$ cat config.mk
export PLATFORM = sky130hd
export DESIGN_NAME = led_chain_pulse_decoder_core
export DESIGN_NICKNAME = d
export VERILOG_FILES = /design/src/design/pdec_pkg.sv /design/src/design/pdec_ctrl.sv /design/src/design/pdec_dpath.sv /design/src/design/pdec_outq.sv /design/src/design/led_chain_pulse_decoder_core.sv
export SDC_FILE = /design/constraint.sdc
export NUM_CORES = 1
export LEC_CHECK = 0
export ABC_AREA = 1
export ABC_CLOCK_PERIOD_IN_PS = 8900
export BUFFER_PORTS_ARGS = -buffer_cell sky130_fd_sc_hd__buf_2
export CORE_UTILIZATION = 61
export CTS_CLUSTER_SIZE = 12
export DETAILED_ROUTE_END_ITERATION = 8
export PLACE_DENSITY = 0.81
export REMOVE_ABC_BUFFERS = 1
export SLEW_MARGIN = 40
export SYNTH_ARGS = -nofsm -noshare
export SYNTH_HDL_FRONTEND = slang
export SYNTH_SLANG_ARGS = --single-unit
$ cat constraint.sdc
create_clock -name clk -period 8.9 [get_ports clk]
set_clock_uncertainty 0.15 [all_clocks]
set_input_delay 2.67 -clock clk [delete_from_list [all_inputs] [get_ports clk]]
set_output_delay 2.67 -clock clk [all_outputs]
set_load 0.03 [all_outputs]
$ cat src/design/pdec_pkg.sv
`timescale 1ns / 1ps
// ----------------------------------------------------------------------------
// Pulse decoder package
// Shared types and constants for the LED chain pulse decoder.
// ----------------------------------------------------------------------------
package pdec_pkg;

	localparam int DEF_MAX_WIDTH  = 16;
	localparam int DEF_MAX_HEIGHT = 16;

	localparam int BITS_PER_LED = 24;
	localparam int TIME_W       = 15;
	localparam int DIM_W        = 5;
	localparam int COLOR_W      = 8;
	localparam int INDEX_W      = 8;
	localparam int CFG_IDX_W    = 2;
	localparam int CFG_DATA_W   = 15;

	localparam logic [CFG_IDX_W-1:0] CFG_CHAIN_WIDTH     = 2'd0;
	localparam logic [CFG_IDX_W-1:0] CFG_CHAIN_HEIGHT    = 2'd1;
	localparam logic [CFG_IDX_W-1:0] CFG_LATCH_THRESHOLD = 2'd2;

	localparam logic [DIM_W-1:0]  RST_CHAIN_WIDTH     = 5'd16;
	localparam logic [DIM_W-1:0]  RST_CHAIN_HEIGHT    = 5'd16;
	localparam logic [TIME_W-1:0] RST_LATCH_THRESHOLD = 15'd17;

	typedef enum logic [1:0] {
		ST_RUN,
		ST_LOAD,
		ST_DIV
	} pdec_state_t;

	typedef struct packed {
		logic item_go;
		logic div_load;
		logic div_step;
		logic div_last;
	} pdec_cmd_t;

	typedef struct packed {
		logic queue_full;
	} pdec_status_t;

	typedef struct packed {
		logic               pixel_write;
		logic [INDEX_W-1:0] pixel_index;
		logic [COLOR_W-1:0] red;
		logic [COLOR_W-1:0] green;
		logic [COLOR_W-1:0] blue;
		logic               frame_end;
	} pdec_result_t;

endpackage

$ cat src/design/pdec_ctrl.sv
`timescale 1ns / 1ps
// ----------------------------------------------------------------------------
// Pulse decoder controller
// Sequences item acceptance and the position recompute after config writes.
// ----------------------------------------------------------------------------
module pdec_ctrl #(
	parameter int DIV_STEPS = 9
) (
	input  logic                  clk,
	input  logic                  arst_n,
	input  logic                  in_valid,
	input  logic                  cfg_we,
	input  pdec_pkg::pdec_status_t status,
	output logic                  in_ready,
	output pdec_pkg::pdec_cmd_t    cmd
);

	localparam int SCW = $clog2(DIV_STEPS + 1);

	pdec_pkg::pdec_state_t state_q, state_d;
	logic [SCW-1:0]        step_q;
	logic                  step_last;

	assign step_last = (step_q == SCW'(DIV_STEPS - 1));

	always_ff @(posedge clk or negedge arst_n) begin
		if (!arst_n) begin
			state_q <= pdec_pkg::ST_RUN;
			step_q  <= '0;
		end else begin
			state_q <= state_d;
			if (state_q == pdec_pkg::ST_DIV) begin
				step_q <= step_q + SCW'(1);
			end else begin
				step_q <= '0;
			end
		end
	end

	always_comb begin
		state_d = state_q;
		case (state_q)
			pdec_pkg::ST_RUN: begin
				if (cfg_we) state_d = pdec_pkg::ST_LOAD;
			end
			pdec_pkg::ST_LOAD: begin
				state_d = cfg_we ? pdec_pkg::ST_LOAD : pdec_pkg::ST_DIV;
			end
			pdec_pkg::ST_DIV: begin
				if (cfg_we) state_d = pdec_pkg::ST_LOAD;
				else if (step_last) state_d = pdec_pkg::ST_RUN;
			end
			default: state_d = pdec_pkg::ST_RUN;
		endcase
	end

	always_comb begin
		in_ready     = (state_q == pdec_pkg::ST_RUN) && !status.queue_full;
		cmd.item_go  = in_ready && in_valid;
		cmd.div_load = (state_q == pdec_pkg::ST_LOAD);
		cmd.div_step = (state_q == pdec_pkg::ST_DIV);
		cmd.div_last = (state_q == pdec_pkg::ST_DIV) && step_last;
	end

`ifndef SYNTH
	a_no_item_after_cfg: assert property (@(posedge clk) disable iff (!arst_n)
		cfg_we |=> !cmd.item_go)
		else $error("Item accepted right after a configuration write.");

	a_div_ends: assert property (@(posedge clk) disable iff (!arst_n)
		cmd.div_last |=> (state_q == pdec_pkg::ST_RUN || state_q == pdec_pkg::ST_LOAD))
		else $error("Recompute did not finish after its last step.");

	a_load_then_step: assert property (@(posedge clk) disable iff (!arst_n)
		(cmd.div_load && !cfg_we) |=> (cmd.div_step && step_q == '0))
		else $error("Recompute did not start from its first step.");
`endif

endmodule

$ cat src/design/pdec_dpath.sv
`timescale 1ns / 1ps
// ----------------------------------------------------------------------------
// Pulse decoder datapath
// Config registers, bit and LED counters, panel position and its divider.
// ----------------------------------------------------------------------------
module pdec_dpath #(
	parameter int MAX_WIDTH  = pdec_pkg::DEF_MAX_WIDTH,
	parameter int MAX_HEIGHT = pdec_pkg::DEF_MAX_HEIGHT
) (
	input  logic                                clk,
	input  logic                                arst_n,
	input  pdec_pkg::pdec_cmd_t                 cmd,
	input  logic                                cfg_we,
	input  logic [pdec_pkg::CFG_IDX_W-1:0]      cfg_index,
	input  logic [pdec_pkg::CFG_DATA_W-1:0]     cfg_data,
	input  logic [pdec_pkg::TIME_W-1:0]         high_time,
	input  logic [pdec_pkg::TIME_W-1:0]         low_time,
	output logic                                res_valid,
	output pdec_pkg::pdec_result_t              res
);

	localparam int WW  = $clog2(MAX_WIDTH + 1);
	localparam int HW  = $clog2(MAX_HEIGHT + 1);
	localparam int LCW = $clog2(MAX_WIDTH * MAX_HEIGHT + 1);
	localparam int SWW = pdec_pkg::BITS_PER_LED;

	logic [pdec_pkg::DIM_W-1:0]  width_q;
	logic [pdec_pkg::DIM_W-1:0]  height_q;
	logic [pdec_pkg::TIME_W-1:0] thr_q;

	logic [SWW-1:0] shift_q;
	logic [4:0]     bit_cnt_q;
	logic [LCW-1:0] led_cnt_q;
	logic [WW-1:0]  x_q;
	logic [HW-1:0]  y_q;
	logic [WW-1:0]  rem_q;
	logic [LCW-1:0] quo_q;

	logic [WW-1:0]    w_eff;
	logic [HW-1:0]    h_eff;
	logic [LCW-1:0]   npix;
	logic [SWW-1:0]   shift_n;
	logic             word_done;
	logic             wr;
	logic             fe;
	logic             x_last;
	logic [WW-1:0]    x_map;
	logic [LCW-1:0]   idx;
	logic [LCW+7:0]   idx_ext;
	logic [WW:0]      rem_sh;
	logic [WW:0]      w_ext;
	logic             ge;
	logic [WW:0]      rem_d;
	logic [LCW:0]     quo_n;

	always_comb begin
		if (width_q == '0) w_eff = WW'(1);
		else if (32'(width_q) > 32'(MAX_WIDTH)) w_eff = WW'(MAX_WIDTH);
		else w_eff = WW'(width_q);
		if (height_q == '0) h_eff = HW'(1);
		else if (32'(height_q) > 32'(MAX_HEIGHT)) h_eff = HW'(MAX_HEIGHT);
		else h_eff = HW'(height_q);
	end

	assign npix = LCW'(w_eff) * LCW'(h_eff);

	always_comb begin
		shift_n   = {shift_q[SWW-2:0], (high_time > low_time)};
		word_done = (bit_cnt_q == 5'(SWW - 1));
		wr        = word_done && (led_cnt_q < npix);
		fe        = (low_time > thr_q);
		x_last    = (x_q == w_eff - WW'(1));
		x_map     = y_q[0] ? x_q : (w_eff - WW'(1) - x_q);
		idx       = LCW'(x_map) + LCW'(y_q) * LCW'(w_eff);
		idx_ext   = {8'b0, idx};

		res_valid       = cmd.item_go && (wr || fe);
		res.pixel_write = wr;
		res.pixel_index = wr ? idx_ext[7:0] : 8'd0;
		res.green       = wr ? shift_n[23:16] : 8'd0;
		res.red         = wr ? shift_n[15:8] : 8'd0;
		res.blue        = wr ? shift_n[7:0] : 8'd0;
		res.frame_end   = fe;
	end

	always_comb begin
		rem_sh = {rem_q, quo_q[LCW-1]};
		w_ext  = {1'b0, w_eff};
		ge     = (rem_sh >= w_ext);
		rem_d  = ge ? (rem_sh - w_ext) : rem_sh;
		quo_n  = {quo_q, ge};
	end

	always_ff @(posedge clk or negedge arst_n) begin
		if (!arst_n) begin
			width_q  <= pdec_pkg::RST_CHAIN_WIDTH;
			height_q <= pdec_pkg::RST_CHAIN_HEIGHT;
			thr_q    <= pdec_pkg::RST_LATCH_THRESHOLD;
		end else if (cfg_we) begin
			case (cfg_index)
				pdec_pkg::CFG_CHAIN_WIDTH:     width_q  <= cfg_data[pdec_pkg::DIM_W-1:0];
				pdec_pkg::CFG_CHAIN_HEIGHT:    height_q <= cfg_data[pdec_pkg::DIM_W-1:0];
				pdec_pkg::CFG_LATCH_THRESHOLD: thr_q    <= cfg_data;
				default: ;
			endcase
		end
	end

	always_ff @(posedge clk or negedge arst_n) begin
		if (!arst_n) begin
			shift_q   <= '0;
			bit_cnt_q <= '0;
			led_cnt_q <= '0;
			x_q       <= '0;
			y_q       <= '0;
		end else if (cmd.item_go) begin
			shift_q   <= shift_n;
			bit_cnt_q <= (fe || word_done) ? 5'd0 : bit_cnt_q + 5'd1;
			if (fe) begin
				led_cnt_q <= '0;
				x_q       <= '0;
				y_q       <= '0;
			end else if (wr) begin
				led_cnt_q <= led_cnt_q + LCW'(1);
				if (x_last) begin
					x_q <= '0;
					y_q <= y_q + HW'(1);
				end else begin
					x_q <= x_q + WW'(1);
				end
			end else if (word_done) begin
				led_cnt_q <= npix;
				x_q       <= '0;
				y_q       <= h_eff;
			end
		end else if (cmd.div_last) begin
			x_q <= rem_d[WW-1:0];
			y_q <= quo_n[HW-1:0];
		end
	end

	always_ff @(posedge clk) begin
		if (cmd.div_load) begin
			rem_q <= '0;
			quo_q <= led_cnt_q;
		end else if (cmd.div_step) begin
			rem_q <= rem_d[WW-1:0];
			quo_q <= quo_n[LCW-1:0];
		end
	end

endmodule

$ cat src/design/pdec_outq.sv
`timescale 1ns / 1ps
// ----------------------------------------------------------------------------
// Pulse decoder result buffer
// Two-entry buffer between the datapath and the result channel.
// ----------------------------------------------------------------------------
module pdec_outq (
	input  logic                   clk,
	input  logic                   arst_n,
	input  logic                   push,
	input  pdec_pkg::pdec_result_t push_data,
	input  logic                   out_ready,
	output logic                   out_valid,
	output pdec_pkg::pdec_result_t head,
	output pdec_pkg::pdec_status_t status
);

	logic [1:0]             cnt_q;
	pdec_pkg::pdec_result_t head_q;
	pdec_pkg::pdec_result_t tail_q;
	logic                   pop;

	assign out_valid         = (cnt_q != 2'd0);
	assign pop               = out_valid && out_ready;
	assign head              = head_q;
	assign status.queue_full = (cnt_q == 2'd2);

	always_ff @(posedge clk or negedge arst_n) begin
		if (!arst_n) begin
			cnt_q <= 2'd0;
		end else if (push && !pop) begin
			cnt_q <= cnt_q + 2'd1;
		end else if (pop && !push) begin
			cnt_q <= cnt_q - 2'd1;
		end
	end

	always_ff @(posedge clk) begin
		if (pop) begin
			if (cnt_q == 2'd2) head_q <= tail_q;
			else if (push) head_q <= push_data;
		end else if (push) begin
			if (cnt_q == 2'd0) head_q <= push_data;
			else tail_q <= push_data;
		end
	end

endmodule

$ cat src/design/led_chain_pulse_decoder_core.sv
`timescale 1ns / 1ps
// ----------------------------------------------------------------------------
// LED chain pulse decoder
// Turns measured pulses into colour words for a serpentine LED panel.
// ----------------------------------------------------------------------------
// Channel   Handshake            Beat contents
// config    cfg_we               cfg_index, cfg_data
// input     in_valid / in_ready  high_time, low_time
// result    out_valid / out_ready pixel_write, pixel_index, red, green, blue,
//                                frame_end
//
// One pulse beat is taken per cycle while in_ready is high; each result is
// registered in the result buffer before it is offered. Each configuration
// write starts a recompute of the panel column and row from the LED count
// by a restoring divider, one bit a cycle: in_ready is low until the
// recompute after the last write ends. A two-entry result buffer keeps input
// flowing while one result waits; in_ready also drops when both are held.
// Reset clears the counters and restores the register defaults.
// ----------------------------------------------------------------------------
module led_chain_pulse_decoder_core #(
	parameter int MAX_WIDTH  = pdec_pkg::DEF_MAX_WIDTH,
	parameter int MAX_HEIGHT = pdec_pkg::DEF_MAX_HEIGHT
) (
	input  logic                            clk,
	input  logic                            arst_n,
	input  logic                            cfg_we,
	input  logic [pdec_pkg::CFG_IDX_W-1:0]  cfg_index,
	input  logic [pdec_pkg::CFG_DATA_W-1:0] cfg_data,
	input  logic                            in_valid,
	output logic                            in_ready,
	input  logic [pdec_pkg::TIME_W-1:0]     high_time,
	input  logic [pdec_pkg::TIME_W-1:0]     low_time,
	output logic                            out_valid,
	input  logic                            out_ready,
	output logic                            pixel_write,
	output logic [pdec_pkg::INDEX_W-1:0]    pixel_index,
	output logic [pdec_pkg::COLOR_W-1:0]    red,
	output logic [pdec_pkg::COLOR_W-1:0]    green,
	output logic [pdec_pkg::COLOR_W-1:0]    blue,
	output logic                            frame_end
);

	localparam int DIV_STEPS = $clog2(MAX_WIDTH * MAX_HEIGHT + 1);

	pdec_pkg::pdec_cmd_t    cmd;
	pdec_pkg::pdec_status_t status;
	pdec_pkg::pdec_result_t res;
	pdec_pkg::pdec_result_t head;
	logic                   res_valid;

	pdec_ctrl #(
		.DIV_STEPS (DIV_STEPS)
	) u_ctrl (
		.clk      (clk),
		.arst_n   (arst_n),
		.in_valid (in_valid),
		.cfg_we   (cfg_we),
		.status   (status),
		.in_ready (in_ready),
		.cmd      (cmd)
	);

	pdec_dpath #(
		.MAX_WIDTH  (MAX_WIDTH),
		.MAX_HEIGHT (MAX_HEIGHT)
	) u_dpath (
		.clk       (clk),
		.arst_n    (arst_n),
		.cmd       (cmd),
		.cfg_we    (cfg_we),
		.cfg_index (cfg_index),
		.cfg_data  (cfg_data),
		.high_time (high_time),
		.low_time  (low_time),
		.res_valid (res_valid),
		.res       (res)
	);

	pdec_outq u_outq (
		.clk       (clk),
		.arst_n    (arst_n),
		.push      (res_valid),
		.push_data (res),
		.out_ready (out_ready),
		.out_valid (out_valid),
		.head      (head),
		.status    (status)
	);

	assign pixel_write = head.pixel_write;
	assign pixel_index = head.pixel_index;
	assign red         = head.red;
	assign green       = head.green;
	assign blue        = head.blue;
	assign frame_end   = head.frame_end;

endmodule

==> run summary <==
vias - 8056
cts repair resizes - 0
area of the mapped netlist - 10300 um^2
drt drc - 0
CP startpoint kind - register
Cell variety after synth - 48
fin crit period - 6.48 ns
Synth Instances - 1194
TritonCTS Sinks - 162
clock buffer depth - 2
Post-Route WL - 22000 um
Clock Latency Late Sink - 0.43 ns
Slew @ Worst Pin - 0.668 ns
#FFs+latches synth - 162
Layout area overhead - 11.4%
Required @ worst endpoint - 8.82 ns
Fillers - 1279
Final Cycle Share - 72.8%
Top Ports - 88
EDFF count, synth - 77
Peak Freq - 0.154 GHz
initial antenna violation count - 0
die height - 132 um
RSZ-0062 raised after global routing - false
TritonCTS Buffers - 17
post-synth top area share - 22.5%
Die X - 132 um
Synth Warn # - 0
cell taking the most area after synthesis - edfxtp_1
row count - 47
initial drt markers - 587
remaining global-route overflow - 0
Root Buffer - clkbuf_16
Starting Density - 62.1%
ANT nets after route - 0
HPWL Detailed - 15600 um
routability-driven placement congestion ratio - 0.926
vias in the first global route - 7862
first-pass GRT wire length - 37500 um
Util after Layout - 69.1%
TritonCTS clock tree - done
clk slew on worst S/H paths - 0.07 ns
drt via density - 5.36
outcome - completed
Avg Cell Area, Syn - 8.59 um^2
IR Drop Worst-Case VDD - 0.000246 V
Worst EP arrival - 6.40 ns
async set-reset flop share out of synthesis - 49.4%
crit end category - register
area of the core - 16500 um^2
Worst Path Max Fanout - 49
synth cell count leaders - nand2_1, inv_1, ha_1
Worst Hold Class - register to register
leak pwr - 5.66 nW
Max-slew headroom - 55.5%
First-pass DRT Iterations - 5
I/O Buffers - 87
Max-cap violations - 0
DIE AREA - 17300 um^2
Nets - 1434
Post-synth top flop - edfxtp_1
top post-synthesis cells by area - edfxtp_1, dfrtp_1, nand2_1
routed len/inst - 14.6 um
CTS H-Tree Depth - 4
count leader, synth - nand2_1
WS Path Type - register to register
All-Layer GR Usage - 27.1%
postcts setup bufs - 0
# diodes - 0
Slew Viols, Final - 0
# hold bufs at CTS - 0
Seq/Total Area, Yosys - 43.1%
PD cells - 308 nW/um^2
proportion of layout cells with a drive suffix above 1 - 13.6%
Final Setup Violations - 0
total power draw - 3.51 mW
setup TNS - 0 ns
largest net degree at the start of global routing - 81
final hold vios - 0
## per-layer routing
metal  routed length, um  global-route usage, %
met1                9460                   35.1
met2               11100                   46.7
met3                 991                   3.78
met4                 440                   9.56
met5                   0                      0
## cell families after synthesis
family / count (synthesis) / share of synthesized area [%]
xor+xnor: 33 / 2.82
fa+ha+maj: 112 / 15.3
compound gates: 135 / 7.04
flops: 162 / 43.1
simple gates: 541 / 23.3
buf+inv: 211 / 8.42
## final cells by class
type | count | area, um^2 | area share (%)
clock buffer | 17 | 425 | 3.73
timing repair buffer | 91 | 474 | 4.15
inverter | 177 | 668 | 5.85
multi-input combinational | 821 | 5000 | 43.8
tap | 220 | 275 | 2.41
clock inverter | 15 | 159 | 1.39
sequential | 162 | 4420 | 38.7
## critical path: stages, from the launching register on
cell	delay, ns
dfrtp_1	0.42
nor2_1	0.15
nand2_1	0.07
nand2_1	0.05
nand2_1	0.28
inv_1	0.22
nand3_1	0.11
fa_1	0.52
fa_1	0.52
fa_1	0.54
inv_1	0.04
ha_1	0.38
a21oi_1	0.26
o211ai_1	0.16
xnor2_1	0.23
ha_1	0.28
nand3_1	0.09
nand3_1	0.12
nor2_4	0.28
nand2_8	0.35
nand2_1	0.17
nand2_1	0.11
nor3_2	0.13
buf_4	0.43
## layout by cell type (no fill, tap or decap), types with 2 or more instances in the layout
master     instances
or2_2              2
edfxtp_1          77
nand2_1          342
dfrtp_1           76
o211ai_1           5
nand3_1           49
a21oi_1           45
clkbuf_16         17
clkinv_8           3
nand3_2            4
and2_1             2
nand2_4            2
buf_2             86
clkinv_2           2
buf_4              4
inv_1            171
inv_8              4
inv_6              6
dfstp_2            4
clkinv_1           2
nor2_2             3
inv_2              2
o21ai_0           58
ha_1              89
fa_1              23
nand2_2            6
o21ai_1           12
nand4_1           17
dfxtp_1            5
nor2_4            21
xor2_1            21
xnor2_1           12
nor3_1             2
nor2_1            84
nand3b_1           2
o22ai_1            6
## flip-flops by register name, indices dropped and copies added, names as in the netlist
name and count:
u_dpath.thr_q 15, u_dpath.shift_q 23, u_dpath.led_cnt_q 9, u_dpath.quo_q 9, u_dpath.rem_q 5, u_outq.cnt_q 2
u_ctrl.step_q 4, u_outq.head 34, u_dpath.width_q 5, u_dpath.y_q 5, u_outq.tail_q 34, u_dpath.height_q 5
u_ctrl.state_q 2, u_dpath.x_q 5, u_dpath.bit_cnt_q 5
## final timing paths
check	start	end	slack, ns	depth (start not counted)
setup / recovery	u_dpath.width_q[3]$_DFFE_PN0P_	u_outq.tail_q[28]$_DFFE_PP_	2.42	23
hold / removal	u_ctrl.step_q[0]$_DFF_PN0_	u_ctrl.step_q[0]$_DFF_PN0_	0.34	1
setup reg to reg	u_dpath.width_q[3]$_DFFE_PN0P_	u_outq.tail_q[28]$_DFFE_PP_	2.42	23
hold reg to reg	u_ctrl.step_q[0]$_DFF_PN0_	u_ctrl.step_q[0]$_DFF_PN0_	0.34	1
max in group asynchronous	arst_n	u_dpath.thr_q[13]$_DFFE_PN0P_	6.01	1
min in group asynchronous	arst_n	u_ctrl.step_q[0]$_DFF_PN0_	2.12	1
## report_power, final
| group | total, mW | leakage, nW | internal, mW | switching [mW] |
|---|---|---|---|---|
| sequential | 1.17 | 1.82 | 1.01 | 0.157 |
| clock | 0.724 | 0.286 | 0.376 | 0.348 |
| combinational | 1.62 | 3.55 | 0.562 | 1.06 |
## per-stage QoR
stage / cells / area [um^2] / hold slack [ns] / worst slack, ns
floorplan: 1160 / 10100 / 0.302 / 1.16
global placement: 1471 / 10800 / 0.316 / 2.58
detailed placement: 1471 / 10800 / 0.324 / 2.59
CTS: 1503 / 11400 / 0.343 / 2.43
global route: 1503 / 11400 / 0.366 / 2.14
finish: 1503 / 11400 / 0.339 / 2.42
No activity file was read; power rests on OpenSTA's default activity.
